**src/rtl/mdioc_pkg.sv**
```systemverilog
// Package for the MDIO controller: window decode constants and PHY register table.
// Depends on nothing.
package mdioc_pkg;

	// Access kinds.
	localparam logic FUNC_READ  = 1'b0;
	localparam logic FUNC_WRITE = 1'b1;

	// Register window: four words at byte offset 0x1c00.
	localparam logic [11:0] WIN_BASE_HI = 12'h1c0;
	localparam logic [1:0]  REG_CONFIG  = 2'd0;
	localparam logic [1:0]  REG_CONTROL = 2'd1;
	localparam logic [1:0]  REG_DATA    = 2'd2;
	localparam logic [1:0]  REG_ADDRESS = 2'd3;

	// Config and control bit positions.
	localparam int CFG_BUSY_BIT  = 0;
	localparam int CFG_RDERR_BIT = 1;
	localparam int CTL_READ_BIT  = 15;

	localparam logic [4:0]  PHY_PORT_RESET = 5'd8;
	localparam logic [31:0] DATA_ERROR     = 32'h0000_ffff;

	// Clause-45 device codes.
	localparam logic [4:0] DEV_PMA    = 5'd1;
	localparam logic [4:0] DEV_PCS    = 5'd3;
	localparam logic [4:0] DEV_PHYXS  = 5'd4;
	localparam logic [4:0] DEV_AN     = 5'd7;
	localparam logic [4:0] DEV_VENDOR = 5'd30;

	// One accepted request as seen by the register file.
	typedef struct packed {
		logic        fire;
		logic        func;
		logic [15:0] offset;
		logic [31:0] write_data;
	} access_t;

	// Fixed PHY register table, keyed by device and register address.
	function automatic logic [15:0] phy_lookup(input logic [4:0] dev,
		input logic [15:0] regaddr);
		logic        pma;
		logic [15:0] val;
		pma = (dev == DEV_PMA);
		val = 16'h0000;
		if (dev == DEV_VENDOR) begin
			if (regaddr == 16'h0020) begin
				val = 16'h0501;
			end else if (regaddr >= 16'h031a && regaddr < 16'h031f) begin
				val = 16'h0003;
			end
		end else begin
			unique case (regaddr)
				16'h0006: val = 16'h009a;
				16'h0005: val = 16'hc000;
				16'h0002: val = 16'h31c3;
				16'h0003: val = 16'h1c12;
				16'h0008: val = pma ? (16'h8000 | 16'h0200) : 16'h8000;
				16'h000b: val = pma ? (16'h0004 | 16'h4000) : 16'h0000;
				16'h0015: val = pma ? 16'h0003 : 16'h0000;
				16'h0001: begin
					if (dev == DEV_PMA || dev == DEV_PCS || dev == DEV_PHYXS
						|| dev == DEV_AN) begin
						val = 16'h0004;
					end
				end
				default: val = 16'h0000;
			endcase
		end
		return val;
	endfunction

endpackage

```
**src/rtl/mdioc_if.sv**
```systemverilog
// Valid/ready channel interfaces for bus requests and read responses.
// Depends on nothing.
interface mdioc_req_if;
	logic        valid;
	logic        ready;
	logic        func;
	logic [15:0] offset;
	logic [31:0] write_data;

	modport source(output valid, func, offset, write_data, input ready);
	modport sink(input valid, func, offset, write_data, output ready);
endinterface

interface mdioc_rsp_if;
	logic        valid;
	logic        ready;
	logic [31:0] read_data;

	modport source(output valid, read_data, input ready);
	modport sink(input valid, read_data, output ready);
endinterface

```
**src/rtl/mdio_controller_with_c45_phy.sv**
```systemverilog
// MDIO controller with embedded clause-45 PHY: one request per cycle.
// A read result passes through the input register and then the result register,
// and can wait in the input register while the response is stalled; writes give
// no result.
// Throughput is one request per cycle; only a stalled response holds the input.
// Reset clears all window registers to zero and the PHY port address to 8.
module mdio_controller_with_c45_phy (
	input  logic               clk,
	input  logic               arst_n,
	input  logic               cfg_we,
	input  logic [4:0]         cfg_wdata,
	mdioc_req_if.sink          req,
	mdioc_rsp_if.source        rsp
);

	logic        req_valid_s1;
	logic        req_func_s1;
	logic [15:0] req_offset_s1;
	logic [31:0] req_wdata_s1;
	logic        rsp_valid_q;
	logic [31:0] rsp_data_q;

	logic               s1_is_read;
	logic               s1_adv;
	logic [31:0]        rd_data;
	mdioc_pkg::access_t acc;

	// A read leaves the input stage only when the result register can take it.
	assign s1_is_read = req_valid_s1 && (req_func_s1 == mdioc_pkg::FUNC_READ);
	assign s1_adv     = req_valid_s1 && (!s1_is_read || !rsp_valid_q || rsp.ready);
	assign req.ready  = !req_valid_s1 || s1_adv;

	// Input register.
	always_ff @(posedge clk or negedge arst_n) begin
		if (!arst_n) begin
			req_valid_s1 <= 1'b0;
		end else if (req.valid && req.ready) begin
			req_valid_s1 <= 1'b1;
		end else if (s1_adv) begin
			req_valid_s1 <= 1'b0;
		end
	end

	always_ff @(posedge clk) begin
		if (req.valid && req.ready) begin
			req_func_s1   <= req.func;
			req_offset_s1 <= req.offset;
			req_wdata_s1  <= req.write_data;
		end
	end

	assign acc.fire       = s1_adv;
	assign acc.func       = req_func_s1;
	assign acc.offset     = req_offset_s1;
	assign acc.write_data = req_wdata_s1;

	mdioc_regfile u_regfile (
		.clk       (clk),
		.arst_n    (arst_n),
		.cfg_we    (cfg_we),
		.cfg_wdata (cfg_wdata),
		.acc       (acc),
		.read_data (rd_data)
	);

	// Result register.
	always_ff @(posedge clk or negedge arst_n) begin
		if (!arst_n) begin
			rsp_valid_q <= 1'b0;
		end else if (s1_adv && s1_is_read) begin
			rsp_valid_q <= 1'b1;
		end else if (rsp.ready) begin
			rsp_valid_q <= 1'b0;
		end
	end

	always_ff @(posedge clk) begin
		if (s1_adv && s1_is_read) begin
			rsp_data_q <= rd_data;
		end
	end

	assign rsp.valid     = rsp_valid_q;
	assign rsp.read_data = rsp_data_q;

endmodule

```
**src/rtl/mdioc_regfile.sv**
```systemverilog
// Register window state, decode and control-word handling with the PHY table.
// Depends on mdioc_pkg.
module mdioc_regfile (
	input  logic                 clk,
	input  logic                 arst_n,
	input  logic                 cfg_we,
	input  logic [4:0]           cfg_wdata,
	input  mdioc_pkg::access_t   acc,
	output logic [31:0]          read_data
);

	logic [4:0]  phy_port_q;
	logic [31:0] config_word_q;
	logic [31:0] control_word_q;
	logic [31:0] data_word_q;
	logic [31:0] phy_addr_q;

	logic        in_window;
	logic [1:0]  reg_sel;
	logic        port_match;
	logic        rd_error;
	logic [15:0] phy_value;

	// Window decode: aligned words in 0x1c00..0x1c0f only.
	assign in_window = (acc.offset[15:4] == mdioc_pkg::WIN_BASE_HI)
		&& (acc.offset[1:0] == 2'b00);
	assign reg_sel   = acc.offset[3:2];

	// Read mux; config never shows busy.
	always_comb begin
		read_data = 32'h0;
		if (in_window) begin
			unique case (reg_sel)
				mdioc_pkg::REG_CONFIG: begin
					read_data = config_word_q;
					read_data[mdioc_pkg::CFG_BUSY_BIT] = 1'b0;
				end
				mdioc_pkg::REG_CONTROL: read_data = control_word_q;
				mdioc_pkg::REG_DATA:    read_data = data_word_q;
				mdioc_pkg::REG_ADDRESS: read_data = phy_addr_q;
				default:                read_data = 32'h0;
			endcase
		end
	end

	// PHY response for a control write.
	assign port_match = (acc.write_data[9:5] == phy_port_q);
	assign rd_error   = acc.write_data[mdioc_pkg::CTL_READ_BIT] && !port_match;
	assign phy_value  = mdioc_pkg::phy_lookup(acc.write_data[4:0], phy_addr_q[15:0]);

	// Configuration register.
	always_ff @(posedge clk or negedge arst_n) begin
		if (!arst_n) begin
			phy_port_q <= mdioc_pkg::PHY_PORT_RESET;
		end else if (cfg_we) begin
			phy_port_q <= cfg_wdata;
		end
	end

	// Window writes; a control write updates the read error flag and may run a PHY read.
	always_ff @(posedge clk or negedge arst_n) begin
		if (!arst_n) begin
			config_word_q  <= 32'h0;
			control_word_q <= 32'h0;
			data_word_q    <= 32'h0;
			phy_addr_q     <= 32'h0;
		end else if (acc.fire && acc.func == mdioc_pkg::FUNC_WRITE && in_window) begin
			unique case (reg_sel)
				mdioc_pkg::REG_CONFIG:  config_word_q <= acc.write_data;
				mdioc_pkg::REG_CONTROL: begin
					// A control write sets the error flag only for a read to a foreign port.
					control_word_q <= acc.write_data;
					config_word_q[mdioc_pkg::CFG_RDERR_BIT] <= rd_error;
					if (acc.write_data[mdioc_pkg::CTL_READ_BIT]) begin
						data_word_q <= port_match ? {16'h0000, phy_value}
							: mdioc_pkg::DATA_ERROR;
					end
				end
				mdioc_pkg::REG_DATA:    data_word_q <= acc.write_data;
				mdioc_pkg::REG_ADDRESS: phy_addr_q <= acc.write_data;
				default:                data_word_q <= data_word_q;
			endcase
		end
	end

endmodule

```
**src/flat_wrapper.sv**
```systemverilog
// flat-port wrapper written by rule: the top's interface ports become plain ports
module mdio_controller_with_c45_phy_flat 
  (clk, arst_n, cfg_we, cfg_wdata, req_valid, req_func, req_offset, req_write_data, req_ready, rsp_valid, rsp_read_data, rsp_ready);
  mdioc_req_if req_i ();
  mdioc_rsp_if rsp_i ();
  input  logic clk;
  input  logic arst_n;
  input  logic cfg_we;
  input  logic [4:0] cfg_wdata;
  input wire logic [$bits(req_i.valid)-1:0] req_valid;
  input wire logic [$bits(req_i.func)-1:0] req_func;
  input wire logic [$bits(req_i.offset)-1:0] req_offset;
  input wire logic [$bits(req_i.write_data)-1:0] req_write_data;
  output wire logic [$bits(req_i.ready)-1:0] req_ready;
  output wire logic [$bits(rsp_i.valid)-1:0] rsp_valid;
  output wire logic [$bits(rsp_i.read_data)-1:0] rsp_read_data;
  input wire logic [$bits(rsp_i.ready)-1:0] rsp_ready;
  assign req_i.valid = req_valid;
  assign req_i.func = req_func;
  assign req_i.offset = req_offset;
  assign req_i.write_data = req_write_data;
  assign req_ready = req_i.ready;
  assign rsp_valid = rsp_i.valid;
  assign rsp_read_data = rsp_i.read_data;
  assign rsp_i.ready = rsp_ready;
  mdio_controller_with_c45_phy u_core (.clk(clk), .arst_n(arst_n), .cfg_we(cfg_we), .cfg_wdata(cfg_wdata), .req(req_i), .rsp(rsp_i));
endmodule
```
**config.mk**
```make
export PLATFORM = sky130hd
export DESIGN_NAME = mdio_controller_with_c45_phy_flat
export DESIGN_NICKNAME = d
export VERILOG_FILES = /design/src/rtl/mdioc_pkg.sv /design/src/rtl/mdioc_if.sv /design/src/rtl/mdio_controller_with_c45_phy.sv /design/src/rtl/mdioc_regfile.sv /design/src/flat_wrapper.sv
export SDC_FILE = /design/constraint.sdc
export NUM_CORES = 1
export LEC_CHECK = 0
export BUFFER_PORTS_ARGS = -buffer_cell sky130_fd_sc_hd__buf_2
export CELL_PAD_IN_SITES_DETAIL_PLACEMENT = 0
export CELL_PAD_IN_SITES_GLOBAL_PLACEMENT = 1
export CORE_ASPECT_RATIO = 0.9
export CORE_MARGIN = 5
export CORE_UTILIZATION = 50
export CTS_CLUSTER_DIAMETER = 50
export CTS_CLUSTER_SIZE = 20
export DETAILED_ROUTE_END_ITERATION = 8
export PLACE_DENSITY = 0.9
export SLEW_MARGIN = 40
export SYNTH_ARGS = -nofsm -noshare
export SYNTH_HDL_FRONTEND = slang
export SYNTH_SLANG_ARGS = --single-unit
```
**constraint.sdc**
```tcl
create_clock -name clk -period 4.1 [get_ports clk]
set_input_delay 0.82 -clock clk [delete_from_list [all_inputs] [get_ports clk]]
set_output_delay 0.82 -clock clk [all_outputs]
set_load 0.02 [all_outputs]
```
==> flow_summary_export.csv <==
group,metric,value,unit
timing,final_critical_path_setup_slack,1.308,ns
die,die_height,138.6,um
detailed_routing,initialDrtViolationCount,425,
final_layout,area_overhead_of_the_layout_relative_to_synthesis,16.29,%
final_layout,final.fill_count,1423,
yosys,yosysUniqueCellTypes,52,
setup_path,critPathKind,"reg -> reg",
global_route,number_of_antenna_violations_at_the_first_check_in_global_routing,0,
min_path,holdCritPathClass,"in -> async",
timing,slew-limit-headroom,0.4490,
setup_path,critPathBufInv,3,
cts,clkSinkCount,215,
setup_path,critical_path.max_fanout,35,
yosys,syn_avg_cell_area,15.82,um^2
yosys,synth.yosys.warnings,0,
setup_path,worst_setup_path_start_kind,"flop",
timing,fin_worst_skew,0.01482,ns
yosys,synth_top_flop_cell,"sky130_fd_sc_hd__dfrtp_1",
cts,cts_post_setup_buffers_inserted,0,
detailed_routing,wl,19.12,mm
timing,final_critical_path_share_of_the_clock_period,0.6809,
cts,cts.htree.levels,1,
yosys,synth_seq_cells,215,
setup_path,cp_cell_sequence,"nor4b_4 > nand4_4 > buf_4 > or2_1 > nor2_4 > buf_8 > buf_16 > mux2_2",
die,placeable_area,18230,um^2
detailed_routing,detail_route.vias_per_cell,5.598,
yosys,async_set_reset_flop_share_out_of_synthesis,0.6233,
final_layout,nNetsFinal,736,
place,postPlaceCellArea,9990,um^2
yosys,synth_enable_flop_cells,81,
cts,cts_tree,"yes",
setup_path,largest_stage_delay_worst_path,0.42,ns
place,dp_slack,1.307,ns
cts,clk_latency_worst_skew_pair,0.50,ns
timing,clock.fmax,358.2,MHz
setup_path,worst_path_max_delay_cell,"sky130_fd_sc_hd__edfxtp_1",
yosys,synth_nets,640,
die,core.rowCount,47,
detailed_routing,drt_first_pass_iters,4,
detailed_routing,route.antenna.remaining_nets,0,
cts,path_clk_slew,0.07,ns
cts,postCtsHoldBufs,0,
cts,cts_repair_resized_insts,0,
global_route,grt_pass1_wl,31.49,mm
die,die_extent_in_x,152.9,um
pwr,vdd.ir_drop.worst,0.0003610,V
final_layout,fraction_of_final_layout_cells_sized_beyond_drive_strength_1,0.4211,
die,die-area,21200,um^2
setup_path,cp-end-kind,"flop",
cts,cts-buffers-inserted,21,
die,effective_utilization_at_floorplan,0.5043,
global_route,grt-ovfl-total,0,
timing,total_count_of_max_transition_violations_in_the_final_report,0,
place,placed_cells_incl_taps,899,
timing,finalSetupTns,0,ns
die,io-pin-count,93,
cts,clk_path_buf_depth,3,
run_status,status,"completed",
setup_path,worst_ep_arrival_time,3.16,ns
yosys,netlist_area,9193,um^2
yosys,syn_inst_count,581,
global_route,track_usage,0.1821,
pwr,power-per-cell-area,418.7,nW/um^2
final_layout,mostFrequentLayoutCells,"133 x sky130_fd_sc_hd__dfrtp_1, 91 x sky130_fd_sc_hd__buf_2, 81 x sky130_fd_sc_hd__edfxtp_1, 71 x sky130_fd_sc_hd__mux2_2, 32 x sky130_fd_sc_hd__nor2b_1",
detailed_routing,num_vias,5240,
global_route,grt_start_max_net_pins,70,
place,placement.io_buffers,92,
detailed_routing,wl_per_cell,20.42,um
place,gpl.final_weighted_congestion,0.8422,
timing,final_period_minus_worst_setup_slack,2.792,ns
timing,final_hold_viol_count,0,
run,cap_viol_max_count,0,
cts,root_buffer,"sky130_fd_sc_hd__clkbuf_16",
timing,tightest_slew,0.8265,ns
yosys,ys_seq_area_frac,0.6295,
timing,rsz_0062_raised_after_global_routing,"no",
final_layout,layout_commonest_cell,"sky130_fd_sc_hd__dfrtp_1",
pwr,power.leakage,4.723,nW
detailed_routing,detail_route.drc_violations,0,
final_layout,layout.cells.non_filler,936,
timing,hold_ws,0.3104,ns
setup_path,crit_family,"simple AND/OR/NAND/NOR gates",
timing,report.final.setup_viol,0,
final_layout,antenna-diode-count,0,
place,place.detailed.hpwl,12.66,mm
final_layout,fin_area,10690,um^2
setup_path,critical_path_data_required_time,4.47,ns
global_route,vias_in_the_first_global_route,5782,
[state kept, by name (all words and copies together), names as in the netlist]
| signal | count |
|---|---|
| u_core.u_regfile.phy_addr_q | 32 |
| u_core.u_regfile.data_word_q | 32 |
| u_core.req_valid_s1 | 1 |
| u_core.u_regfile.config_word_q | 31 |
| u_core.u_regfile.phy_port_q | 5 |
| u_core.req_wdata_s1 | 32 |
| u_core.req_func_s1 | 1 |
| u_core.rsp.read_data | 32 |
| u_core.req_offset_s1 | 16 |
| u_core.u_regfile.control_word_q | 32 |
| u_core.rsp.valid | 1 |
[worst paths after layout]
check / start / end / slack (ns) / cells after the start
worst max-delay path: u_core.req_offset_s1[7] / u_core.u_regfile.phy_addr_q[17] / 1.31 / 8
worst min-delay path: arst_n / u_core.rsp.valid / 0.31 / 1
worst max register to register: u_core.req_offset_s1[7] / u_core.u_regfile.phy_addr_q[17] / 1.31 / 8
worst min register to register: u_core.u_regfile.data_word_q[6] / u_core.u_regfile.data_word_q[6] / 0.48 / 2
max in group asynchronous: arst_n / u_core.u_regfile.config_word_q[21] / 2.98 / 2
min in group clk: u_core.u_regfile.data_word_q[6] / u_core.u_regfile.data_word_q[6] / 0.48 / 2
[cells by family (layout without fill, tap and decap cells)]
group | count (synthesis) | count (layout) | synth area share
xor+xnor | 6 | 6 | 0.005717
mux | 131 | 131 | 0.2103
flops | 215 | 215 | 0.6295
buf+inv | 38 | 148 | 0.02436
simple gates | 133 | 133 | 0.08602
compound gates | 58 | 58 | 0.04410
[cell type report]
class                      count  area, um^2  share of cell area
clock buffer                  21       525.5             0.04916
clock inverter                16       170.2             0.01592
inverter                       3       11.26            0.001053
multi-input combinational    328        3223              0.3015
sequential                   215        5787              0.5413
tap                          245       306.5             0.02867
timing repair buffer         108       666.9             0.06238
[synth_stat cells, drive strengths merged, types with 2 or more instances]
master / n / area, um^2
nand4: 4 / 40.04
nor2b: 34 / 212.7
nor4b: 5 / 88.84
a22oi: 2 / 15.01
a31oi: 2 / 12.51
mux4: 31 / 698.2
a22o: 16 / 140.1
nand3: 8 / 40.04
xnor2: 6 / 52.55
inv: 3 / 11.26
nor3b: 2 / 20.02
nor3: 5 / 25.02
o31ai: 2 / 15.01
a21oi: 7 / 35.03
or2: 3 / 18.77
edfxtp: 81 / 2432
mux2: 100 / 1235
clkbuf: 19 / 71.32
dfrtp: 133 / 3328
and2b: 2 / 15.01
nand2: 25 / 93.84
o32a: 2 / 20.02
nor2: 26 / 100.1
o22ai: 2 / 12.51
o221ai: 2 / 17.52
nor4: 3 / 18.77
buf: 16 / 141.4
or3: 2 / 12.51
nand2b: 7 / 43.79
or4: 3 / 22.52
o21ai: 17 / 85.08
[through the flow]
stage / total power, mW / utilization
after floorplan: 2.461 / -
after global placement: 2.565 / 0.5424
after detailed placement: 2.584 / 0.5480
after CTS: 4.529 / 0.5861
after global routing: 4.642 / 0.5864
final: 4.476 / 0.5864
[power by group]
part	leakage, nW	internal [mW]	switching, mW	total (mW)
sequential	2.64	2.29	0.0423	2.33
clock	0.345	1.06	0.886	1.94
combinational	1.74	0.0793	0.124	0.203
total	4.72	3.42	1.05	4.48
[metal layers]
layer,up-vias,GRT usage,wire length [um]
met3,28,0.03744,1191
met4,0,0.03141,288
met1,2661,0.2584,8286
met2,186,0.2992,9351
li1,2365,-,-
met5,-,0,0
No activity file was read; power rests on OpenSTA's default activity.
